$ cat src/sv/mppt_pkg.sv
package mppt_pkg;

  localparam logic [7:0] SYNC_BIT   = 8'h08;
  localparam logic [7:0] LEFT_BIT   = 8'h01;
  localparam logic [7:0] RIGHT_BIT  = 8'h02;
  localparam logic [7:0] X_SIGN_BIT = 8'h10;
  localparam logic [7:0] Y_SIGN_BIT = 8'h20;
  localparam logic [7:0] X_OVF_BIT  = 8'h40;
  localparam logic [7:0] Y_OVF_BIT  = 8'h80;

  localparam int POS_OUT_WIDTH = 16;

  typedef enum logic [2:0] {
    PH_HEAD = 3'b001,
    PH_XD   = 3'b010,
    PH_YD   = 3'b100
  } phase_t;

endpackage

$ cat src/sv/mppt_in_if.sv
interface mppt_in_if;
  logic       valid;
  logic       ready;
  logic [7:0] data_byte;
  logic       from_aux;

  modport source (output valid, output data_byte, output from_aux, input ready);
  modport sink   (input valid, input data_byte, input from_aux, output ready);
endinterface

$ cat src/sv/mppt_out_if.sv
interface mppt_out_if;
  logic                                 valid;
  logic                                 ready;
  logic                                 left_pressed;
  logic                                 right_pressed;
  logic [mppt_pkg::POS_OUT_WIDTH-1:0]   pos_x;
  logic [mppt_pkg::POS_OUT_WIDTH-1:0]   pos_y;
  logic                                 packet_done;
  logic                                 packet_dropped;

  modport source (output valid, output left_pressed, output right_pressed, output pos_x,
                  output pos_y, output packet_done, output packet_dropped, input ready);
  modport sink   (input valid, input left_pressed, input right_pressed, input pos_x,
                  input pos_y, input packet_done, input packet_dropped, output ready);
endinterface

$ cat src/sv/mouse_packet_position_tracker.sv
// Channel   | Dir | Payload
// byte_in   | in  | data_byte[7:0], from_aux
// result    | out | left_pressed, right_pressed, pos_x[15:0], pos_y[15:0],
//           |     | packet_done, packet_dropped
//
// One beat in gives one beat out, in the next cycle, through the result register.
// A new beat is taken every cycle while the result register is empty or being drained.
// A stalled result holds the input side only for as long as the result waits.
// rst is synchronous: phase returns to header, buttons released, both positions zero.
module mouse_packet_position_tracker #(
  parameter int POS_WIDTH = 16
) (
  input  logic               clk,
  input  logic               rst,
  mppt_in_if.sink            byte_in,
  mppt_out_if.source         result
);

  localparam int SW = POS_WIDTH + 2;
  localparam logic [POS_WIDTH-1:0] POS_MAX = {POS_WIDTH{1'b1}};

  mppt_pkg::phase_t       phase, phase_next;
  logic [7:0]             header_byte, header_byte_next;
  logic [7:0]             x_delta_byte, x_delta_byte_next;
  logic                   left, left_next;
  logic                   right, right_next;
  logic [POS_WIDTH-1:0]   position_x, position_x_next;
  logic [POS_WIDTH-1:0]   position_y, position_y_next;
  logic                   done_next, dropped_next;
  logic                   accept;

  logic [8:0]             dx, dy;
  logic signed [SW-1:0]   sum_x, sum_y;
  logic [POS_WIDTH-1:0]   clamp_x, clamp_y;

  logic                   out_valid;

  assign byte_in.ready = !out_valid || result.ready;
  assign accept        = byte_in.valid && byte_in.ready;

  assign dx = {(header_byte & mppt_pkg::X_SIGN_BIT) != 8'h00, x_delta_byte};
  assign dy = {(header_byte & mppt_pkg::Y_SIGN_BIT) != 8'h00, byte_in.data_byte};

  assign sum_x = $signed({2'b00, position_x}) + $signed({{(SW-9){dx[8]}}, dx});
  assign sum_y = $signed({2'b00, position_y}) - $signed({{(SW-9){dy[8]}}, dy});

  always_comb begin
    if (sum_x[SW-1]) begin
      clamp_x = '0;
    end else if (sum_x[POS_WIDTH]) begin
      clamp_x = POS_MAX;
    end else begin
      clamp_x = sum_x[POS_WIDTH-1:0];
    end
    if (sum_y[SW-1]) begin
      clamp_y = '0;
    end else if (sum_y[POS_WIDTH]) begin
      clamp_y = POS_MAX;
    end else begin
      clamp_y = sum_y[POS_WIDTH-1:0];
    end
  end

  always_comb begin
    phase_next        = phase;
    header_byte_next  = header_byte;
    x_delta_byte_next = x_delta_byte;
    left_next         = left;
    right_next        = right;
    position_x_next   = position_x;
    position_y_next   = position_y;
    done_next         = 1'b0;
    dropped_next      = 1'b0;
    if (accept && byte_in.from_aux) begin
      case (phase)
        mppt_pkg::PH_XD: begin
          x_delta_byte_next = byte_in.data_byte;
          phase_next        = mppt_pkg::PH_YD;
        end
        mppt_pkg::PH_YD: begin
          if ((header_byte & (mppt_pkg::X_OVF_BIT | mppt_pkg::Y_OVF_BIT)) != 8'h00) begin
            dropped_next = 1'b1;
          end else begin
            left_next       = (header_byte & mppt_pkg::LEFT_BIT) != 8'h00;
            right_next      = (header_byte & mppt_pkg::RIGHT_BIT) != 8'h00;
            position_x_next = clamp_x;
            position_y_next = clamp_y;
            done_next       = 1'b1;
          end
          phase_next = mppt_pkg::PH_HEAD;
        end
        default: begin
          phase_next = mppt_pkg::PH_HEAD;
          if ((byte_in.data_byte & mppt_pkg::SYNC_BIT) != 8'h00) begin
            header_byte_next = byte_in.data_byte;
            phase_next       = mppt_pkg::PH_XD;
          end
        end
      endcase
    end
  end

  always_ff @(posedge clk) begin
    if (rst) begin
      phase        <= mppt_pkg::PH_HEAD;
      header_byte  <= '0;
      x_delta_byte <= '0;
      left         <= 1'b0;
      right        <= 1'b0;
      position_x   <= '0;
      position_y   <= '0;
      out_valid    <= 1'b0;
    end else begin
      phase        <= phase_next;
      header_byte  <= header_byte_next;
      x_delta_byte <= x_delta_byte_next;
      left         <= left_next;
      right        <= right_next;
      position_x   <= position_x_next;
      position_y   <= position_y_next;
      if (accept) begin
        out_valid <= 1'b1;
      end else if (result.ready) begin
        out_valid <= 1'b0;
      end
    end
  end

  // load result payload with each accepted beat
  always_ff @(posedge clk) begin
    if (accept) begin
      result.left_pressed   <= left_next;
      result.right_pressed  <= right_next;
      result.pos_x          <= mppt_pkg::POS_OUT_WIDTH'(position_x_next);
      result.pos_y          <= mppt_pkg::POS_OUT_WIDTH'(position_y_next);
      result.packet_done    <= done_next;
      result.packet_dropped <= dropped_next;
    end
  end

  assign result.valid = out_valid;

endmodule

$ cat src/flat_wrapper.sv
// flat-port wrapper written by rule: the top's interface ports become plain ports
module mouse_packet_position_tracker_flat 
#(
  parameter int POS_WIDTH = 16
)
  (clk, rst, byte_in_valid, byte_in_data_byte, byte_in_from_aux, byte_in_ready, result_valid, result_left_pressed, result_right_pressed, result_pos_x, result_pos_y, result_packet_done, result_packet_dropped, result_ready);
  mppt_in_if byte_in_i ();
  mppt_out_if result_i ();
  input  logic clk;
  input  logic rst;
  input wire logic [$bits(byte_in_i.valid)-1:0] byte_in_valid;
  input wire logic [$bits(byte_in_i.data_byte)-1:0] byte_in_data_byte;
  input wire logic [$bits(byte_in_i.from_aux)-1:0] byte_in_from_aux;
  output wire logic [$bits(byte_in_i.ready)-1:0] byte_in_ready;
  output wire logic [$bits(result_i.valid)-1:0] result_valid;
  output wire logic [$bits(result_i.left_pressed)-1:0] result_left_pressed;
  output wire logic [$bits(result_i.right_pressed)-1:0] result_right_pressed;
  output wire logic [$bits(result_i.pos_x)-1:0] result_pos_x;
  output wire logic [$bits(result_i.pos_y)-1:0] result_pos_y;
  output wire logic [$bits(result_i.packet_done)-1:0] result_packet_done;
  output wire logic [$bits(result_i.packet_dropped)-1:0] result_packet_dropped;
  input wire logic [$bits(result_i.ready)-1:0] result_ready;
  assign byte_in_i.valid = byte_in_valid;
  assign byte_in_i.data_byte = byte_in_data_byte;
  assign byte_in_i.from_aux = byte_in_from_aux;
  assign byte_in_ready = byte_in_i.ready;
  assign result_valid = result_i.valid;
  assign result_left_pressed = result_i.left_pressed;
  assign result_right_pressed = result_i.right_pressed;
  assign result_pos_x = result_i.pos_x;
  assign result_pos_y = result_i.pos_y;
  assign result_packet_done = result_i.packet_done;
  assign result_packet_dropped = result_i.packet_dropped;
  assign result_i.ready = result_ready;
  mouse_packet_position_tracker #(.POS_WIDTH(POS_WIDTH)) u_core (.clk(clk), .rst(rst), .byte_in(byte_in_i), .result(result_i));
endmodule
$ cat config.mk
export PLATFORM = sky130hd
export DESIGN_NAME = mouse_packet_position_tracker_flat
export DESIGN_NICKNAME = d
export VERILOG_FILES = /design/src/sv/mppt_pkg.sv /design/src/sv/mppt_in_if.sv /design/src/sv/mppt_out_if.sv /design/src/sv/mouse_packet_position_tracker.sv /design/src/flat_wrapper.sv
export SDC_FILE = /design/constraint.sdc
export NUM_CORES = 1
export LEC_CHECK = 0
export ABC_AREA = 1
export BUFFER_PORTS_ARGS = -buffer_cell sky130_fd_sc_hd__buf_2
export CAP_MARGIN = 20
export CORE_UTILIZATION = 59
export DETAILED_ROUTE_END_ITERATION = 7
export GPL_TIMING_DRIVEN = 0
export PLACE_DENSITY = 0.79
export SKIP_CTS_REPAIR_TIMING = 1
export SLEW_MARGIN = 20
export SYNTH_ARGS = -nofsm -noshare
export SYNTH_HDL_FRONTEND = slang
export SYNTH_SLANG_ARGS = --single-unit
$ cat constraint.sdc
create_clock -name clk -period 5.8 [get_ports clk]
set_input_delay 0.29 -clock clk [delete_from_list [all_inputs] [get_ports clk]]
set_output_delay 0.29 -clock clk [all_outputs]
set_load 0.02 [all_outputs]
== Yosys cells after proc, flatten, opt, wreduce, memory -nomap -nowiden ==
Cells that the tools add are included.
W data, S select, Z words.

* Flip-flop bits (word level): 90
* Logic and storage cells: 51
* Output and inout port bits: 38

* Reduce and logical (&&, ||, !) cells: 10
* Bitwise gates (word level): 1
* Mux-type cells: 22
* $add $sub $neg: 2
* Equality and inequality tests: 2

{| class="wikitable"
|+ Operators with widths
! kind !! number
|-
| $mux W16 || 10
|-
| $add A17 B9 Y18 || 1
|-
| $sub A17 B9 Y18 || 1
|-
| $mux W1 || 10
|-
| $reduce_bool A8 Y1 || 1
|-
| $pmux W3 S2 || 1
|-
| $reduce_and A2 Y1 || 2
|-
| $eq A3 B2 Y1 const B || 1
|-
| $eq A3 B3 Y1 const B || 1
|-
| $reduce_and A3 Y1 || 1
|-
| $logic_and A1 B1 Y1 || 2
|-
| $mux W2 || 1
|-
| $reduce_bool A2 Y1 || 1
|-
| $reduce_or A2 Y1 || 1
|-
| $logic_not A1 Y1 || 1
|-
| $logic_or A1 B1 Y1 || 1
|-
| $not A1 Y1 || 1
|}

== Longest topological paths before layout ==
Gate-level depths: netlist of run 1.

* Word-level depth: 6
* Mapped depth: 16

== Worst setup path after synthesis of run 1 ==
OpenSTA, ideal clock, no wires.

* Kind: reg2reg
* From: register u_core.out_valid, in the netlist u_core.result.valid
* To: register u_core.result.pos_x[10], data pin
* Data required time: 5.546 ns
* Setup time: 0.254 ns
* Cell stages (with the launch flop): 13
* Period minus slack after synthesis: 2.284 ns
* Path slack: 3.516 ns
* Data arrival time: 2.030 ns
* Path through: dfxtp_1 > nand2_2 > nand2_1 > inv_2 > nand2_2 > inv_2 > nand3_4 > clkinv_2 > buf_4 > buf_4 > nor2_1 > nor2_1 > inv_1

* Longest elaborated chain between the ends: 5

{| class="wikitable"
|+ RTL lines
! item !! line !! text
|-
| start: declaration || mouse_packet_position_tracker.sv:36 || <nowiki>logic out_valid;</nowiki>
|-
| start signal: assignment || mouse_packet_position_tracker.sv:112 || <nowiki>out_valid <= 1'b0;</nowiki>
|-
| start signal: assignment || mouse_packet_position_tracker.sv:122 || <nowiki>out_valid <= 1'b1;</nowiki>
|-
| start signal: assignment || mouse_packet_position_tracker.sv:124 || <nowiki>out_valid <= 1'b0;</nowiki>
|-
| $logic_not A1 Y1 || mouse_packet_position_tracker.sv:38 || <nowiki>assign byte_in.ready = !out_valid || result.ready;</nowiki>
|-
| $logic_or A1 B1 Y1 || mouse_packet_position_tracker.sv:38 ||
|-
| named net byte_in_ready || flat_wrapper.sv:14 || <nowiki>output wire logic [$bits(byte_in_i.ready)-1:0] byte_in_ready;</nowiki>
|-
| $logic_and A1 B1 Y1 || mouse_packet_position_tracker.sv:39 || <nowiki>assign accept = byte_in.valid && byte_in.ready;</nowiki>
|-
| named net u_core.accept || mouse_packet_position_tracker.sv:30 || <nowiki>logic accept;</nowiki>
|-
| $logic_and A1 B1 Y1 || mouse_packet_position_tracker.sv:74 || <nowiki>if (accept && byte_in.from_aux) begin</nowiki>
|-
| $mux W16 || mouse_packet_position_tracker.sv:74 ||
|-
| named net u_core.position_x_next[10] || mouse_packet_position_tracker.sv:27 || <nowiki>logic [POS_WIDTH-1:0] position_x, position_x_next;</nowiki>
|-
| end signal: assignment || mouse_packet_position_tracker.sv:134 || <nowiki>result.pos_x <= mppt_pkg::POS_OUT_WIDTH'(position_x_next);</nowiki>
|-
| end: declaration || mppt_out_if.sv:11 || <nowiki>modport source (output valid, output left_pressed, output right_pressed, output pos_x,</nowiki>
|}

The timed path passes the listed nets, and every way through them passes these cells.
A chain may end at the register's enable or synchronous reset.

== Final worst setup path of run 1 ==
* From: register u_core.header_byte[4]
* To: register u_core.result.pos_x[6], data pin

* Longest elaborated chain between the ends: 6

{| class="wikitable"
|+ RTL lines
! item !! line !! text
|-
| start: declaration || mouse_packet_position_tracker.sv:23 || <nowiki>logic [7:0] header_byte, header_byte_next;</nowiki>
|-
| start signal: assignment || mouse_packet_position_tracker.sv:115 || <nowiki>header_byte <= header_byte_next;</nowiki>
|-
| $add A17 B9 Y18 (*) || mouse_packet_position_tracker.sv:44 || <nowiki>assign sum_x = $signed({2'b00, position_x}) + $signed({{(SW-9){dx[8]}}, dx});</nowiki>
|-
| $mux W16 || mouse_packet_position_tracker.sv:50 || <nowiki>end else if (sum_x[POS_WIDTH]) begin</nowiki>
|-
| $mux W16 (*) || mouse_packet_position_tracker.sv:48 || <nowiki>if (sum_x[SW-1]) begin</nowiki>
|-
| $mux W16 (*) || mouse_packet_position_tracker.sv:81 || <nowiki>if ((header_byte & (mppt_pkg::X_OVF_BIT | mppt_pkg::Y_OVF_BIT)) != 8'h00) begin</nowiki>
|-
| $mux W16 (*) || mouse_packet_position_tracker.sv:75 || <nowiki>case (phase)</nowiki>
|-
| $mux W16 (*) || mouse_packet_position_tracker.sv:74 ||
|-
| named net u_core.position_x_next[6] || mouse_packet_position_tracker.sv:27 ||
|}

The timed path passes the listed nets; every way through them passes the cells marked *.

==> results of run 1 <==
[state kept, by name (all words and copies together) (netlist names)]
signal and flops:
u_core.header_byte 6, u_core.left 1, u_core.phase 3, u_core.position_x 16, u_core.position_y 16, u_core.result.left_pressed 1
u_core.result.packet_done 1, u_core.result.packet_dropped 1, u_core.result.pos_x 16, u_core.result.pos_y 16, u_core.result.right_pressed 1, u_core.result.valid 1
u_core.right 1, u_core.x_delta_byte 8
[critical path, cell delays in order (launching register included)]
cell and delay (ps):
dfxtp_1 720, ha_1 400, nand2_1 140, inv_1 70, nand2_1 60, nand2_1 60
inv_1 50, nand3_1 150, nand2_1 140, nand3_2 90, nand3_4 170, buf_6 160
nor2_1 50, nor2_1 150, inv_1 70
[worst min path at each step]
stage                                     endpoint  slack, ps  cells after the start
6_report          u_core.result.valid$_SDFFE_PP0P_        220                      4
3_3_place_gp          u_core.phase[2]$_SDFFE_PP0P_        470                      2
2_1_floorplan   u_core.header_byte[0]$_SDFFE_PP0P_        420                      2
5_1_grt        u_core.x_delta_byte[6]$_SDFFE_PP0P_        220                      3
3_5_place_dp      u_core.result.valid$_SDFFE_PP0P_        490                      2
4_1_cts           u_core.result.valid$_SDFFE_PP0P_        210                      4
[logic make-up (layout without fill, tap and decap cells)]
kind of cell | after synthesis | after routing | share of synthesized area [%]
compound gates | 79 | 79 | 8.064
xor+xnor | 16 | 16 | 2.530
fa+ha+maj | 36 | 36 | 8.403
buf+inv | 153 | 219 | 11.27
flops | 88 | 88 | 38.31
simple gates | 414 | 414 | 31.42
[cells in the mapped netlist (10+ instances only)]
cell,number
dfxtp_1,52
nor2_1,118
ha_1,34
nand2_1,230
inv_1,136
nand3_1,25
a21oi_1,45
edfxtp_1,36
a21oi_2,10
xor2_1,14
o21ai_0,19
nand2_2,16
[cell type report]
class / instances / area share (%)
buffer: 14 / 1.656
clock buffer: 10 / 2.085
clock inverter: 6 / 1.104
inverter: 139 / 8.546
multi-input combinational: 545 / 45.63
sequential: 88 / 34.68
tap: 108 / 2.208
timing repair buffer: 50 / 4.089
[per-stage QoR]
step | cell area [um^2] | hold slack, ps
final | 6120 | 216.5
after detailed placement | 5924 | 485.6
after global placement | 5924 | 469.2
after floorplan | 5539 | 424.9
after global routing | 6120 | 219.5
after CTS | 6120 | 205.8
[power by group]
part | leakage, uW | internal, uW | switching, uW
logic | 0.00251 | 38.2 | 86.7
clock network | 0.0000933 | 202 | 230
registers | 0.000785 | 658 | 6.65
total | 0.00338 | 898 | 323
[metal layers]
| layer | track usage (%) | up-vias |
|---|---|---|
| met4 | 9.644 | 0 |
| met2 | 51.69 | 93 |
| met3 | 3.546 | 12 |
| met1 | 30.99 | 2317 |
| met5 | 0 | - |
| li1 | - | 2542 |
==> results_dict.tcl, run 1 <==
set metrics [dict create \
    worstSetupEndpointType "register" \
    setup.worst_path.start "u_core.header_byte[4]$_SDFFE_PP0P_" \
    avgViaCountPerCell 5.171 \
    ys_seq_elements 88 \
    synth_edf_count 36 \
    die_w_um 98.89 \
    layout.cells.non_filler 960 \
    fin_crit_sh_pct 47.01 \
    grt_overflow 0 \
    r2r-start "u_core.header_byte[4]$_SDFFE_PP0P_" \
    core_area_mm2 0.008891 \
    status "completed" \
    r2r-end "u_core.result.pos_x[6]$_DFFE_PP_" \
    ys_seq_area_share_pct 38.31 \
    grt_first_pass_wirelength_um 21220 \
    drt_iter0_drc 214 \
    syn_inst 786 \
    die-area_mm2 0.009779 \
    gp_congestion 0.9295 \
    start_util_pct 62.30 \
    met1_length_um 5328 \
    met3_length_um 427 \
    routed_wl_um 12450 \
    dr_wl_met2_um 6523 \
    fin_crit_ps 2727 \
    routedWlPerCell_um 12.96 \
    skew_ps 16.19 \
    tightest_slew_ps 867.6 \
    nets 896 \
    cts_tree "built" \
    syn2layout_area_growth_pct 10.48 \
    final_common_cell "nand2_1" \
    multiInputGateArea_mm2 0.002793 \
    post-route-util_pct 68.83 \
    postLayoutSetupSlackWorst_ps 3073 \
    path_class "register to register" \
    clkSinkCount 88 \
    grt_max_degree 38 \
    ys_warn_count 0 \
    grtUsageTotal_pct 27.20 \
    synth_top_area_share_pct 19.52 \
    setup_tns_ps 0 \
    arrival_ps 2820 \
    async_flop_share_pct 0 \
    ys_top_cells_by_area "edfxtp_1 20%, dfxtp_1 19%, nand2_1 16%, inv_1 9.2%, nor2_1 8.0%" \
    place_inst 944 \
    highest_layer "met4" \
    clkTransAtPathRegs_ps 90 \
    critical_path.max_fanout 13 \
    hold_viol_final 0 \
    antenna_cells 0 \
    crit_end "u_core.result.pos_x[6]$_DFFE_PP_" \
    synthDistinctLibCells 35 \
    relSlewSlack_pct 42.08 \
    rsz0062_at_grt "false" \
    portBuffers 50 \
    drive_gt1_share_pct 13.50 \
    yosysTopAreaCell "edfxtp_1" \
    die_h_um 98.89 \
    cts_buffer_depth 2 \
    reg2reg_depth 14 \
    leakagePower_uw 0.003384 \
    clock_latency_ps 350 \
    grt_pass1_vias 4929 \
    power_uw 1221 \
    ant_nets 0 \
    cts-buffers-inserted 9 \
    p_per_area_mw_per_mm2 199.5 \
    ios 51 \
    min-delay-start "result_ready" \
    htreeDepth 3 \
    rows 34 \
    antenna_found_initial 0 \
    hp-class "input pin to register" \
    vias 4964 \
    avgSynthCellArea_um2 7.047 \
    seq_area_mm2 0.002122 \
    drc_errors 0 \
    drv_cap 0 \
    layout_common_cells "230 x nand2_1, 136 x inv_1, 118 x nor2_1" \
    root_buffer "clkbuf_8" \
    dp_hpwl_um 9538 \
    fillCellCount 768 \
    start_kind "register" \
    fmax_mhz 366.8 \
    peakVddDrop_uv 119.8 \
    netlist_area_mm2 0.005539 \
    crit_required_ps 5900 \
    synth-main-ff-cell "dfxtp_1" \
    synthesis.nets 835 \
    place_ws_ps 2971 \
    r2r_setup_slack_ps 3070 \
    setup_viol 0 \
    drt-pass1-iter-count 4 \
    slew_viol_final 0 \
]
(Power assumes the default switching activity.)
==> run 2, diff against run 1 <==
--- a/config.mk
+++ b/config.mk
@@ -5,13 +5,13 @@
 export SDC_FILE = /design/constraint.sdc
 export NUM_CORES = 1
 export LEC_CHECK = 0
-export ABC_AREA = 1
+export ABC_AREA = 0
 export BUFFER_PORTS_ARGS = -buffer_cell sky130_fd_sc_hd__buf_2
 export CAP_MARGIN = 20
 export CORE_UTILIZATION = 59
 export DETAILED_ROUTE_END_ITERATION = 7
 export GPL_TIMING_DRIVEN = 0
-export PLACE_DENSITY = 0.79
+export PLACE_DENSITY = 0.8
 export SKIP_CTS_REPAIR_TIMING = 1
 export SLEW_MARGIN = 20
 export SYNTH_ARGS = -nofsm -noshare
==> constraint.sdc (replaced) <==
create_clock -name clk -period 2.75 [get_ports clk]
set_input_delay 0.1375 -clock clk [delete_from_list [all_inputs] [get_ports clk]]
set_output_delay 0.1375 -clock clk [all_outputs]
set_load 0.02 [all_outputs]
==> run 2 against run 1 <==
Effect of this change: the run now ends with setup timing left; register-to-register slack lost 3400 ps; first-iteration DRC count rose by 60%; combinational power grew 120%; worst hold slack worse by 200 ps; clock power increased by 110%; wire length grew 0.70%; total power rose by 110%; area after synthesis fell by 11%; clock-buffer cell count grew 2.
==> results_dict.tcl, run 2 <==
set metrics [dict create \
    clock_latency_ps 370 \
    core_area_mm2 0.007888 \
    crit_required_ps 2860 \
    r2r_setup_slack_ps -310 \
    synth_top_family_by_area "compound AO/OA/AOI/OAI gates" \
    synth_xor_area_share_pct 4.270 \
    ys_seq_elements 88 \
    peakVddDrop_uv 308.6 \
    antenna_cells 0 \
    reg2reg_depth 12 \
    fmax_mhz 326.7 \
    cts_buffer_depth 2 \
    grt_first_pass_wirelength_um 17880 \
    start_util_pct 62.40 \
    min-delay-start "byte_in_valid" \
    drt_iter0_drc 342 \
    layout_common_cells "56 x nor2_1, 56 x nand2_1, 49 x buf_2" \
    r2r-start "u_core.position_y[0]$_SDFF_PP0_" \
    path_class "register to register" \
    switching_power_uw 664.8 \
    relSlewSlack_pct 32.95 \
    grtUsageTotal_pct 26.30 \
    clockPowerShare_pct 34.7 \
    root_buffer "clkbuf_8" \
    place_ws_ps -547.0 \
    synthMuxAreaShare_pct 3.508 \
    drt-pass1-iter-count 5 \
    start_kind "register" \
    synthSimpleGateAreaFrac_pct 17.13 \
    synthDistinctLibCells 59 \
    synthesis.nets 573 \
    syn_inst 524 \
    grt_pass1_vias 3834 \
    avgViaCountPerCell 6.173 \
    synthAdderAreaFrac_pct 9.456 \
    fin_crit_ps 3061 \
    setup.worst_path.start "u_core.position_y[0]$_SDFF_PP0_" \
    skew_ps 11.31 \
    r2r-end "u_core.result.pos_y[10]$_DFFE_PP_" \
    nets 658 \
    clkSinkCount 88 \
    htreeDepth 3 \
    rows 32 \
    die_w_um 93.34 \
    p_int_uw 1892 \
    yosysTopAreaCell "edfxtp_1" \
    die_h_um 93.34 \
    worstSetupEndpointType "register" \
    drc_errors 0 \
    pwr-share-comb_pct 10.9 \
    status "finished, violations left" \
    seqPwrFrac_pct 54.5 \
    post-route-util_pct 77.97 \
    power_switching_share_pct 26.01 \
    cts-buffers-inserted 9 \
    vias 4420 \
    ys_seq_area_share_pct 43.11 \
    synth_top_area_share_pct 21.96 \
    routedWlPerCell_um 17.50 \
    avgSynthCellArea_um2 9.394 \
    slew_viol_final 0 \
    async_flop_share_pct 0 \
    synth_edf_count 36 \
    clkTransAtPathRegs_ps 80 \
    hold_viol_final 0 \
    drive_gt1_share_pct 27.20 \
    synthTopCellsByCount "60 x nor2_1, 58 x nand2_1, 52 x dfxtp_1" \
    critical_path.max_fanout 5 \
    ys_top_cells_by_area "edfxtp_1 22%, dfxtp_1 21%, ha_1 8.6%, nor2_1 4.6%, nand2_1 4.4%" \
    dp_hpwl_um 7699 \
    hold_slack_ps 20.06 \
    portBuffers 49 \
    rsz0062_at_grt "true" \
    ios 51 \
    violations "setup timing" \
    ant_nets 0 \
    grt_overflow 0 \
    cts_tree "built" \
    leakagePower_uw 0.002610 \
    postLayoutSetupSlackWorst_ps -311.3 \
    fillCellCount 495 \
    synth_compound_area_share_pct 19.78 \
    p_per_area_mw_per_mm2 415.7 \
    die-area_mm2 0.008712 \
    ys_warn_count 0 \
    fin_crit_sh_pct 111.3 \
    routed_wl_um 12530 \
    antenna_found_initial 0 \
    drv_cap 0 \
    netlist_area_mm2 0.004922 \
    synth-main-ff-cell "dfxtp_1" \
    hold_end "u_core.result.valid$_SDFFE_PP0P_" \
    setup_viol 63 \
    tightest_slew_ps 990.1 \
    yosysMostFrequentCell "nor2_1" \
    hp-class "input pin to register" \
    power_uw 2557 \
    arrival_ps 3170 \
    syn2layout_area_growth_pct 24.94 \
    whs_path_depth 3 \
    gp_congestion 0.9113 \
    grt_max_degree 30 \
]
[run 2: cells by family after synthesis]
family          after synthesis
buf+inv                      33
compound gates              144
xor+xnor                     24
simple gates                182
fa+ha+maj                    36
flops                        88
mux                          17
[run 2: worst max-delay path: stages, from the launching register on]
cell and delay (ps):
dfxtp_2 360, inv_2 50, ha_4 160, fa_2 350, and2b_1 240, o2111ai_2 200
a31oi_2 300, o21ai_2 120, a311oi_2 320, buf_4 190, a211oi_4 50, a21o_1 240
a22o_1 220
[run 2: worst max-delay path by stage]
stage	slack, ps	depth (start not counted)	endpoint
2_1_floorplan	30	11	u_core.result.pos_y[9]$_DFFE_PP_
3_3_place_gp	-390	9	u_core.result.pos_x[8]$_DFFE_PP_
3_5_place_dp	-550	9	u_core.result.pos_x[8]$_DFFE_PP_
5_1_grt	-380	12	u_core.result.pos_y[10]$_DFFE_PP_
6_report	-310	12	u_core.result.pos_y[10]$_DFFE_PP_
4_1_cts	-610	9	u_core.result.pos_x[8]$_DFFE_PP_
[run 2: final cells by class]
type	instances	area (um^2)	share of cell area, %
buffer	13	71.32	1.160
clock buffer	12	166.4	2.706
clock inverter	4	26.28	0.4273
inverter	18	71.32	1.160
multi-input combinational	404	3049	49.58
sequential	88	2138	34.77
tap	102	127.6	2.075
timing repair buffer	75	499.2	8.118
[run 2: power groups by stage]
stage	registers (uW)	clock network (uW)	logic (uW)
final	1390	886	278
after global routing	1400	931	299
after CTS	1390	888	225
after detailed placement	1430	0	223
after global placement	1430	0	215
after floorplan	1460	0	118
[run 2: stage by stage]
| step | setup TNS [ps] | cells | cell area (um^2) |
|---|---|---|---|
| 3_3_place_gp | -20710 | 675 | 5301 |
| 6_report | -11110 | 716 | 6150 |
| 4_1_cts | -27720 | 692 | 5515 |
| 5_1_grt | -16490 | 716 | 6150 |
| 3_5_place_dp | -24990 | 676 | 5323 |
| 2_1_floorplan | 0 | 524 | 4928 |
[run 2: routing by layer]
metal,global-route usage (%),routed length (um)
met1,35.91,5405
met4,11.67,372
met3,3.984,771
met5,0,0
met2,41.36,5983
